### src/xxh32_pkg.sv
`timescale 1ns / 1ps
// ----------------------------------------------------------------------------
// xxh32_pkg
// Shared constants, types and helpers for the streaming xxHash32 block.
// ----------------------------------------------------------------------------
package xxh32_pkg;

	localparam logic [31:0] PRIME1 = 32'h9E3779B1;
	localparam logic [31:0] PRIME2 = 32'h85EBCA77;
	localparam logic [31:0] PRIME3 = 32'hC2B2AE3D;
	localparam logic [31:0] PRIME4 = 32'h27D4EB2F;
	localparam logic [31:0] PRIME5 = 32'h165667B1;

	// controller states
	typedef enum logic [3:0] {
		S_IDLE,
		S_LANE_A,
		S_LANE_B,
		S_INIT,
		S_PEND_A,
		S_PEND_B,
		S_BYTE_A,
		S_BYTE_B,
		S_AVAL_A,
		S_AVAL_B,
		S_OUT
	} state_t;

	// datapath operations, one per cycle
	typedef enum logic [3:0] {
		OP_NONE,
		OP_LOAD,
		OP_LANE_A,
		OP_LANE_B,
		OP_INIT,
		OP_PEND_A,
		OP_PEND_B,
		OP_BYTE_A,
		OP_BYTE_B,
		OP_AVAL_A,
		OP_AVAL_B,
		OP_OUT
	} dp_op_t;

	typedef struct packed {
		dp_op_t     op;
		logic [1:0] idx;
	} dp_cmd_t;

	typedef struct packed {
		logic       full_stripe;
		logic       item_last;
		logic [1:0] pcnt;
		logic [1:0] tail;
		logic       last;
		logic       out_free;
	} dp_stat_t;

	// rotate left by a constant amount in 1..31
	function automatic logic [31:0] rotl(input logic [31:0] x, input int unsigned r);
		return (x << r) | (x >> (32 - r));
	endfunction

endpackage

### src/xxhash32_stream.sv
`timescale 1ns / 1ps
// ----------------------------------------------------------------------------
// xxhash32_stream
// Streaming 32-bit xxHash of a message of little-endian words.
// ----------------------------------------------------------------------------
// Input channel (item_valid / item_stall) carries one word per transfer with
// seed, byte_count and last; the seed is taken on the first word of each
// message. Output channel (hash_valid / hash_stall) carries one hash per
// message, after the transfer marked last.
// A word that neither completes a stripe of four nor is last is taken
// without a stall. A word that completes a stripe runs four lane rounds of
// two dependent multiplies each through the single shared multiplier, with
// the input stalled until they are done.
// The last word then runs the merge, a round per buffered word (0..3), a
// round per tail byte (0..3), the avalanche and the load of the output
// register; the hash appears the cycle after that load.
// Reset clears the message state; the first transfer after reset starts a
// new message. A stalled output holds its hash; the block keeps accepting
// words meanwhile, and only the next result waits for the output register,
// with the input stalled until that register frees up.
// ----------------------------------------------------------------------------
module xxhash32_stream (
	input  logic        clk,
	input  logic        arst_n,
	input  logic        item_valid,
	output logic        item_stall,
	input  logic [31:0] seed,
	input  logic [31:0] data_word,
	input  logic [2:0]  byte_count,
	input  logic        last,
	output logic        hash_valid,
	input  logic        hash_stall,
	output logic [31:0] hash
);

	xxh32_pkg::dp_cmd_t  cmd;
	xxh32_pkg::dp_stat_t stat;

	// sequencer
	xxh32_ctrl u_ctrl (
		.clk        (clk),
		.arst_n     (arst_n),
		.item_valid (item_valid),
		.item_stall (item_stall),
		.stat       (stat),
		.cmd        (cmd)
	);

	// datapath
	xxh32_dp u_dp (
		.clk        (clk),
		.arst_n     (arst_n),
		.seed       (seed),
		.data_word  (data_word),
		.byte_count (byte_count),
		.last       (last),
		.hash_stall (hash_stall),
		.hash_valid (hash_valid),
		.hash       (hash),
		.cmd        (cmd),
		.stat       (stat)
	);

endmodule

### src/xxh32_ctrl.sv
`timescale 1ns / 1ps
// ----------------------------------------------------------------------------
// xxh32_ctrl
// Sequencer: accepts items and steps the datapath through stripe rounds,
// the pending word and tail byte rounds, the avalanche and the output.
// ----------------------------------------------------------------------------
module xxh32_ctrl (
	input  logic               clk,
	input  logic               arst_n,
	input  logic               item_valid,
	output logic               item_stall,
	input  xxh32_pkg::dp_stat_t stat,
	output xxh32_pkg::dp_cmd_t  cmd
);

	xxh32_pkg::state_t state_q, state_d;
	logic [1:0]        idx_q, idx_d;

	// state register
	always_ff @(posedge clk or negedge arst_n) begin
		if (!arst_n) begin
			state_q <= xxh32_pkg::S_IDLE;
			idx_q   <= 2'd0;
		end else begin
			state_q <= state_d;
			idx_q   <= idx_d;
		end
	end

	// next state and commands
	always_comb begin
		state_d    = state_q;
		idx_d      = idx_q;
		item_stall = 1'b1;
		cmd.op     = xxh32_pkg::OP_NONE;
		cmd.idx    = idx_q;
		unique case (state_q)
			xxh32_pkg::S_IDLE: begin
				item_stall = 1'b0;
				idx_d      = 2'd0;
				if (item_valid) begin
					cmd.op = xxh32_pkg::OP_LOAD;
					if (stat.full_stripe)
						state_d = xxh32_pkg::S_LANE_A;
					else if (stat.item_last)
						state_d = xxh32_pkg::S_INIT;
				end
			end
			xxh32_pkg::S_LANE_A: begin
				cmd.op  = xxh32_pkg::OP_LANE_A;
				state_d = xxh32_pkg::S_LANE_B;
			end
			xxh32_pkg::S_LANE_B: begin
				cmd.op = xxh32_pkg::OP_LANE_B;
				if (idx_q == 2'd3) begin
					idx_d   = 2'd0;
					state_d = stat.last ? xxh32_pkg::S_INIT : xxh32_pkg::S_IDLE;
				end else begin
					idx_d   = idx_q + 2'd1;
					state_d = xxh32_pkg::S_LANE_A;
				end
			end
			xxh32_pkg::S_INIT: begin
				cmd.op = xxh32_pkg::OP_INIT;
				idx_d  = 2'd0;
				if (stat.pcnt != 2'd0)
					state_d = xxh32_pkg::S_PEND_A;
				else if (stat.tail != 2'd0)
					state_d = xxh32_pkg::S_BYTE_A;
				else
					state_d = xxh32_pkg::S_AVAL_A;
			end
			xxh32_pkg::S_PEND_A: begin
				cmd.op  = xxh32_pkg::OP_PEND_A;
				state_d = xxh32_pkg::S_PEND_B;
			end
			xxh32_pkg::S_PEND_B: begin
				cmd.op = xxh32_pkg::OP_PEND_B;
				if (idx_q + 2'd1 == stat.pcnt) begin
					idx_d   = 2'd0;
					state_d = (stat.tail != 2'd0) ? xxh32_pkg::S_BYTE_A
						: xxh32_pkg::S_AVAL_A;
				end else begin
					idx_d   = idx_q + 2'd1;
					state_d = xxh32_pkg::S_PEND_A;
				end
			end
			xxh32_pkg::S_BYTE_A: begin
				cmd.op  = xxh32_pkg::OP_BYTE_A;
				state_d = xxh32_pkg::S_BYTE_B;
			end
			xxh32_pkg::S_BYTE_B: begin
				cmd.op = xxh32_pkg::OP_BYTE_B;
				if (idx_q + 2'd1 == stat.tail) begin
					idx_d   = 2'd0;
					state_d = xxh32_pkg::S_AVAL_A;
				end else begin
					idx_d   = idx_q + 2'd1;
					state_d = xxh32_pkg::S_BYTE_A;
				end
			end
			xxh32_pkg::S_AVAL_A: begin
				cmd.op  = xxh32_pkg::OP_AVAL_A;
				state_d = xxh32_pkg::S_AVAL_B;
			end
			xxh32_pkg::S_AVAL_B: begin
				cmd.op  = xxh32_pkg::OP_AVAL_B;
				state_d = xxh32_pkg::S_OUT;
			end
			xxh32_pkg::S_OUT: begin
				// wait for the output register to be free
				if (stat.out_free) begin
					cmd.op  = xxh32_pkg::OP_OUT;
					state_d = xxh32_pkg::S_IDLE;
				end
			end
			default: begin
				state_d = xxh32_pkg::S_IDLE;
			end
		endcase
	end

endmodule

### src/xxh32_dp.sv
`timescale 1ns / 1ps
// ----------------------------------------------------------------------------
// xxh32_dp
// Datapath: lane accumulators, stripe buffer, length count, one shared
// registered 32x32 constant multiplier and the output register.
// ----------------------------------------------------------------------------
module xxh32_dp (
	input  logic                clk,
	input  logic                arst_n,
	input  logic [31:0]         seed,
	input  logic [31:0]         data_word,
	input  logic [2:0]          byte_count,
	input  logic                last,
	input  logic                hash_stall,
	output logic                hash_valid,
	output logic [31:0]         hash,
	input  xxh32_pkg::dp_cmd_t  cmd,
	output xxh32_pkg::dp_stat_t stat
);

	// control state
	logic        at_start_q;
	logic [1:0]  pcnt_q;
	logic [31:0] len_q;
	logic        stripe_q;
	logic        lane_wb_q;
	logic        h_wb_q;
	logic        hv_q;

	// payload
	logic [31:0] lane_q [4];
	logic [31:0] pend_q [3];
	logic [31:0] seed_q;
	logic [31:0] word_q;
	logic [1:0]  tail_q;
	logic        last_q;
	logic [31:0] mul_q;
	logic [31:0] h_q;
	logic [1:0]  wb_idx_q;
	logic [31:0] hash_q;

	logic [1:0]  pcnt_e;
	logic [31:0] len_e;
	logic        stripe_e;
	logic [2:0]  nbytes;
	logic        full;
	logic [31:0] lane_e [4];
	logic [31:0] h_e;
	logic [31:0] pend_rd;
	logic [31:0] lane_w;
	logic [31:0] merge;
	logic [31:0] mul_a;
	logic [31:0] mul_b;
	logic [7:0]  tail_byte;
	logic        out_free;

	// message state as seen by the item being accepted
	assign pcnt_e   = at_start_q ? 2'd0 : pcnt_q;
	assign len_e    = at_start_q ? 32'd0 : len_q;
	assign stripe_e = at_start_q ? 1'b0 : stripe_q;
	assign nbytes   = (!last || byte_count >= 3'd4) ? 3'd4 : byte_count;
	assign full     = (nbytes == 3'd4);

	// forward multiplier results that are still on their way back
	always_comb begin
		for (int i = 0; i < 4; i++)
			lane_e[i] = (lane_wb_q && wb_idx_q == 2'(i)) ? mul_q : lane_q[i];
	end
	assign h_e = h_wb_q ? mul_q : h_q;

	// stripe buffer read
	always_comb begin
		case (cmd.idx)
			2'd0:    pend_rd = pend_q[0];
			2'd1:    pend_rd = pend_q[1];
			default: pend_rd = pend_q[2];
		endcase
	end
	assign lane_w    = (cmd.idx == 2'd3) ? word_q : pend_rd;
	assign tail_byte = 8'(word_q >> {cmd.idx, 3'b000});

	// lane merge
	assign merge = xxh32_pkg::rotl(lane_e[0], 1) + xxh32_pkg::rotl(lane_e[1], 7)
		+ xxh32_pkg::rotl(lane_e[2], 12) + xxh32_pkg::rotl(lane_e[3], 18);

	// multiplier operand selection
	always_comb begin
		mul_a = 32'd0;
		mul_b = 32'd0;
		case (cmd.op)
			xxh32_pkg::OP_LANE_A: begin
				mul_a = lane_w;
				mul_b = xxh32_pkg::PRIME2;
			end
			xxh32_pkg::OP_LANE_B: begin
				mul_a = xxh32_pkg::rotl(lane_e[cmd.idx] + mul_q, 13);
				mul_b = xxh32_pkg::PRIME1;
			end
			xxh32_pkg::OP_PEND_A: begin
				mul_a = pend_rd;
				mul_b = xxh32_pkg::PRIME3;
			end
			xxh32_pkg::OP_PEND_B: begin
				mul_a = xxh32_pkg::rotl(h_e + mul_q, 17);
				mul_b = xxh32_pkg::PRIME4;
			end
			xxh32_pkg::OP_BYTE_A: begin
				mul_a = {24'd0, tail_byte};
				mul_b = xxh32_pkg::PRIME5;
			end
			xxh32_pkg::OP_BYTE_B: begin
				mul_a = xxh32_pkg::rotl(h_e + mul_q, 11);
				mul_b = xxh32_pkg::PRIME1;
			end
			xxh32_pkg::OP_AVAL_A: begin
				mul_a = h_e ^ (h_e >> 15);
				mul_b = xxh32_pkg::PRIME2;
			end
			xxh32_pkg::OP_AVAL_B: begin
				mul_a = mul_q ^ (mul_q >> 13);
				mul_b = xxh32_pkg::PRIME3;
			end
			default: begin
				mul_a = 32'd0;
				mul_b = 32'd0;
			end
		endcase
	end

	// shared multiplier, registered; the product holds while no command is issued
	always_ff @(posedge clk) begin
		if (cmd.op != xxh32_pkg::OP_NONE)
			mul_q <= 32'(mul_a * mul_b);
	end

	// message control state
	always_ff @(posedge clk or negedge arst_n) begin
		if (!arst_n) begin
			at_start_q <= 1'b1;
			pcnt_q     <= 2'd0;
			len_q      <= 32'd0;
			stripe_q   <= 1'b0;
			lane_wb_q  <= 1'b0;
			h_wb_q     <= 1'b0;
			hv_q       <= 1'b0;
		end else begin
			lane_wb_q <= (cmd.op == xxh32_pkg::OP_LANE_B);
			h_wb_q    <= (cmd.op == xxh32_pkg::OP_PEND_B) || (cmd.op == xxh32_pkg::OP_BYTE_B);
			if (cmd.op == xxh32_pkg::OP_LOAD) begin
				at_start_q <= 1'b0;
				len_q      <= len_e + {29'd0, nbytes};
				if (full && pcnt_e == 2'd3) begin
					pcnt_q   <= 2'd0;
					stripe_q <= 1'b1;
				end else begin
					pcnt_q   <= full ? pcnt_e + 2'd1 : pcnt_e;
					stripe_q <= stripe_e;
				end
			end else if (cmd.op == xxh32_pkg::OP_OUT) begin
				at_start_q <= 1'b1;
			end
			// output register
			if (cmd.op == xxh32_pkg::OP_OUT)
				hv_q <= 1'b1;
			else if (!hash_stall)
				hv_q <= 1'b0;
		end
	end

	// payload registers
	always_ff @(posedge clk) begin
		if (cmd.op == xxh32_pkg::OP_LOAD) begin
			word_q <= data_word;
			last_q <= last;
			tail_q <= full ? 2'd0 : nbytes[1:0];
			if (full && pcnt_e != 2'd3)
				pend_q[pcnt_e] <= data_word;
		end
		if (cmd.op == xxh32_pkg::OP_LOAD && at_start_q) begin
			seed_q    <= seed;
			lane_q[0] <= seed + xxh32_pkg::PRIME1 + xxh32_pkg::PRIME2;
			lane_q[1] <= seed + xxh32_pkg::PRIME2;
			lane_q[2] <= seed;
			lane_q[3] <= seed - xxh32_pkg::PRIME1;
		end else if (lane_wb_q) begin
			lane_q[wb_idx_q] <= mul_q;
		end
		if (cmd.op == xxh32_pkg::OP_LANE_B)
			wb_idx_q <= cmd.idx;
		if (cmd.op == xxh32_pkg::OP_INIT)
			h_q <= (stripe_q ? merge : seed_q + xxh32_pkg::PRIME5) + len_q;
		else if (h_wb_q)
			h_q <= mul_q;
		if (cmd.op == xxh32_pkg::OP_OUT)
			hash_q <= mul_q ^ (mul_q >> 16);
	end

	assign out_free = !hv_q || !hash_stall;

	// status to the controller
	assign stat.full_stripe = full && (pcnt_e == 2'd3);
	assign stat.item_last   = last;
	assign stat.pcnt        = pcnt_q;
	assign stat.tail        = tail_q;
	assign stat.last        = last_q;
	assign stat.out_free    = out_free;

	assign hash_valid = hv_q;
	assign hash       = hash_q;

endmodule

### config.mk
export PLATFORM = sky130hd
export DESIGN_NAME = xxhash32_stream
export DESIGN_NICKNAME = d
export VERILOG_FILES = /design/src/xxh32_pkg.sv /design/src/xxhash32_stream.sv /design/src/xxh32_ctrl.sv /design/src/xxh32_dp.sv
export SDC_FILE = /design/constraint.sdc
export NUM_CORES = 2
export LEC_CHECK = 0
export BUFFER_PORTS_ARGS = -buffer_cell sky130_fd_sc_hd__buf_4
export CORE_ASPECT_RATIO = 2
export CORE_MARGIN = 1
export CORE_UTILIZATION = 25
export CTS_BUF_LIST = sky130_fd_sc_hd__clkbuf_8
export DETAILED_ROUTE_END_ITERATION = 10
export GPL_TIMING_DRIVEN = 0
export HOLD_SLACK_MARGIN = 0.12
export PLACE_DENSITY_LB_ADDON = 0.2
export SYNTH_ARGS = -nofsm -noshare
export SYNTH_HDL_FRONTEND = slang
export SYNTH_SLANG_ARGS = --single-unit
### constraint.sdc
create_clock -name clk -period 19 [get_ports clk]
set_clock_uncertainty 0.1 [all_clocks]
set_input_delay 0.95 -clock clk [delete_from_list [all_inputs] [get_ports clk]]
set_output_delay 0.95 -clock clk [all_outputs]
set_load 0.02 [all_outputs]
==> flow_summary.json <==
{
  "first_global_vias": 38718,
  "synth_cell_types": 87,
  "syn-cell-area_um2": 45200,
  "die_area_um2": 183000,
  "core_area_um2": 179000,
  "die_h_um": 603,
  "path_common_cell": "fa_1",
  "finalSetupTns_ps": 0,
  "drc": 0,
  "cp.required_ps": 19480,
  "row_count": 220,
  "syn_nets": 5456,
  "antenna_found_initial": 12,
  "grt.overflow.total": 0,
  "critPathBufInv": 11,
  "setup_viol": 0,
  "tightest_slew_ps": 1530,
  "grt.met3_usage_pct": 3.97,
  "violations": "max-capacitance violations, max-slew violations",
  "track_usage_pct": 28.4,
  "min_period_over_period_pct": 91.9,
  "clockBufferDepth": 3,
  "worst_ep_arrival_time_ps": 17950,
  "ant_nets": 0,
  "hpwlAfterDp_um": 220000,
  "hold_viol": 0,
  "setup.worst_path.end_class": "register",
  "gp_congestion": 1.02,
  "start_util_pct": 25.2,
  "layout_common_cells": "inv_1, fa_1, nand2_1",
  "clkLatencyLatePin_ps": 840,
  "grt_max_degree": 46,
  "status": "finished, violations left",
  "grt_use_met2_pct": 52.6,
  "async_flop_share_pct": 10.4,
  "avgSynthCellArea_um2": 9.74,
  "htreeDepth": 3,
  "cts_buffers": 73,
  "viasPerCell": 5.05,
  "yosysSeqAreaShare_pct": 27.6,
  "cap_violations": 4,
  "grt_pass1_wl_um": 342000,
  "worstPathMaxFanout": 10,
  "path_clk_slew_ps": 70,
  "rsz0062_at_grt": "false",
  "cts-root-buf": "clkbuf_8",
  "synthFlopType": "edfxtp_1",
  "slew_viol_final": 19,
  "clock_sinks": 434,
  "final_common_cell": "inv_1",
  "cts_tree": "done",
  "ios": 106,
  "die_w_um": 303,
  "wl_per_cell_um": 35.8,
  "fmax_mhz": 57.3,
  "firstDrtPassIters": 5,
  "port_buffers": 105,
  "synth_edf_count": 357,
  "syn_to_final_growth_pct": 12.5,
  "grt-busiest-layer": "met2",
  "grt_use_met1_pct": 23.8,
  "vias": 36515,
  "drt_iter0_markers": 2697,
  "worst_path_max_delay_cell": "a221oi_2",
  "synth_cells": 4644,
  "ys_warn_count": 0,
  "min_period_ps": 17470,
  "cp-start-kind": "register",
  "hp-class": "in2reg",
  "slew_headroom_pct": -1.97,
  "drt_wl_total_um": 259000,
  "max_stage_delay_ps": 1170,
  "critPathKind": "reg2reg",
  "cts.repair.resized": 0,
  "cpLargestDelayFamily": "buffers and inverters",
  "fillers": 19248,
  "synth_seq_cells": 434,
  "drive_above_1_share_pct": 7.54,
  "layout.nets": 5655
}
## final timing paths
check,slack [ps],from,cells past startpoint,end
max in group asynchronous,17630,arst_n,2,u_dp.len_q[24]
worst min-delay path,210,data_word[9],1,u_dp.pend_q[1][9]
worst max register to register,1530,u_ctrl.idx_q[0],41,u_dp.mul_q[31]
worst max-delay path,1530,u_ctrl.idx_q[0],41,u_dp.mul_q[31]
worst min register to register,440,u_ctrl.idx_q[1],0,u_dp.wb_idx_q[1]
min in group asynchronous,650,arst_n,2,u_ctrl.state_q[3]
## cells by family after synthesis
family / count (synthesis) / synth area share [%]
AND/OR/NAND/NOR: 1061 / 10.4
buffers and inverters: 906 / 7.56
AO/OA/AOI/OAI: 894 / 12.4
adder cells (fa/ha/maj): 740 / 28.3
flip-flops: 434 / 27.6
XOR/XNOR: 383 / 7.63
multiplexers: 226 / 6.03
## state kept, by name, summed over array words and instances, names as in the netlist
register,count
u_dp.hash_valid,1
u_dp.hash,32
u_dp.at_start_q,1
u_dp.lane_q,128
u_dp.tail_q,2
u_dp.last_q,1
u_ctrl.idx_q,2
u_dp.seed_q,32
u_dp.wb_idx_q,2
u_dp.pend_q,96
u_dp.lane_wb_q,1
u_dp.mul_q,32
u_dp.stripe_q,1
u_dp.pcnt_q,2
u_dp.word_q,32
u_dp.len_q,32
u_ctrl.state_q,4
u_dp.h_wb_q,1
u_dp.h_q,32
## final cells by class
type                       count  area [µm²]  share of cell area [%]
multi-input combinational   3304       29400                    57.8
sequential                   434       12500                    24.6
tap                         2331        2920                    5.74
inverter                     692        2600                    5.11
timing repair buffer         124        1100                    2.17
clock buffer                  79        1090                    2.14
buffer                       214         825                    1.62
clock inverter                50         405                   0.797
antenna                        4        10.0                  0.0197
## per-layer routing
metal  wire length (µm)  vias up
li1                   -    15956
met1              74900    18307
met2             137000     1487
met3               9570      759
met4              37600        6
met5                 34        -
## stage by stage
step | utilization, % | setup slack (ps) | std cells | instance area (µm²) | hold slack (ps)
after CTS | 28.3 | 1570 | 7225 | 50800 | 176
after floorplan | - | 6470 | 4644 | 45200 | 349
final | 28.3 | 1530 | 7232 | 50900 | 214
after global routing | 28.3 | 1150 | 7229 | 50800 | 200
after detailed placement | 27.4 | 1590 | 7095 | 49300 | 411
after global placement | 27.3 | 1550 | 7080 | 48900 | 429
## what timing repair did
item                      in CTS  in global routing
hold endpoints to repair      10                  0
setup buffers                  0                  0
hold buffers                   1                  0
## Yosys cell counts, drive strengths merged, types with 42 or more instances
| cell type | number | area (µm²) |
|---|---|---|
| fa | 474 | 9490 |
| clkbuf | 185 | 694 |
| nand2b | 47 | 294 |
| o21ai | 218 | 1090 |
| nand2 | 386 | 1470 |
| nand3 | 59 | 295 |
| a21o | 71 | 533 |
| ha | 266 | 3330 |
| nor2 | 371 | 1390 |
| mux2i | 151 | 1510 |
| dfrtp | 44 | 1100 |
| xnor2 | 208 | 1820 |
| edfxtp | 357 | 10700 |
| inv | 691 | 2600 |
| mux2 | 42 | 473 |
| xor2 | 168 | 1470 |
| a21oi | 298 | 1490 |
Power is left out: the tool's default activity adds up to more than one toggle a clock period on the data nets, which glitch-free logic cannot reach.
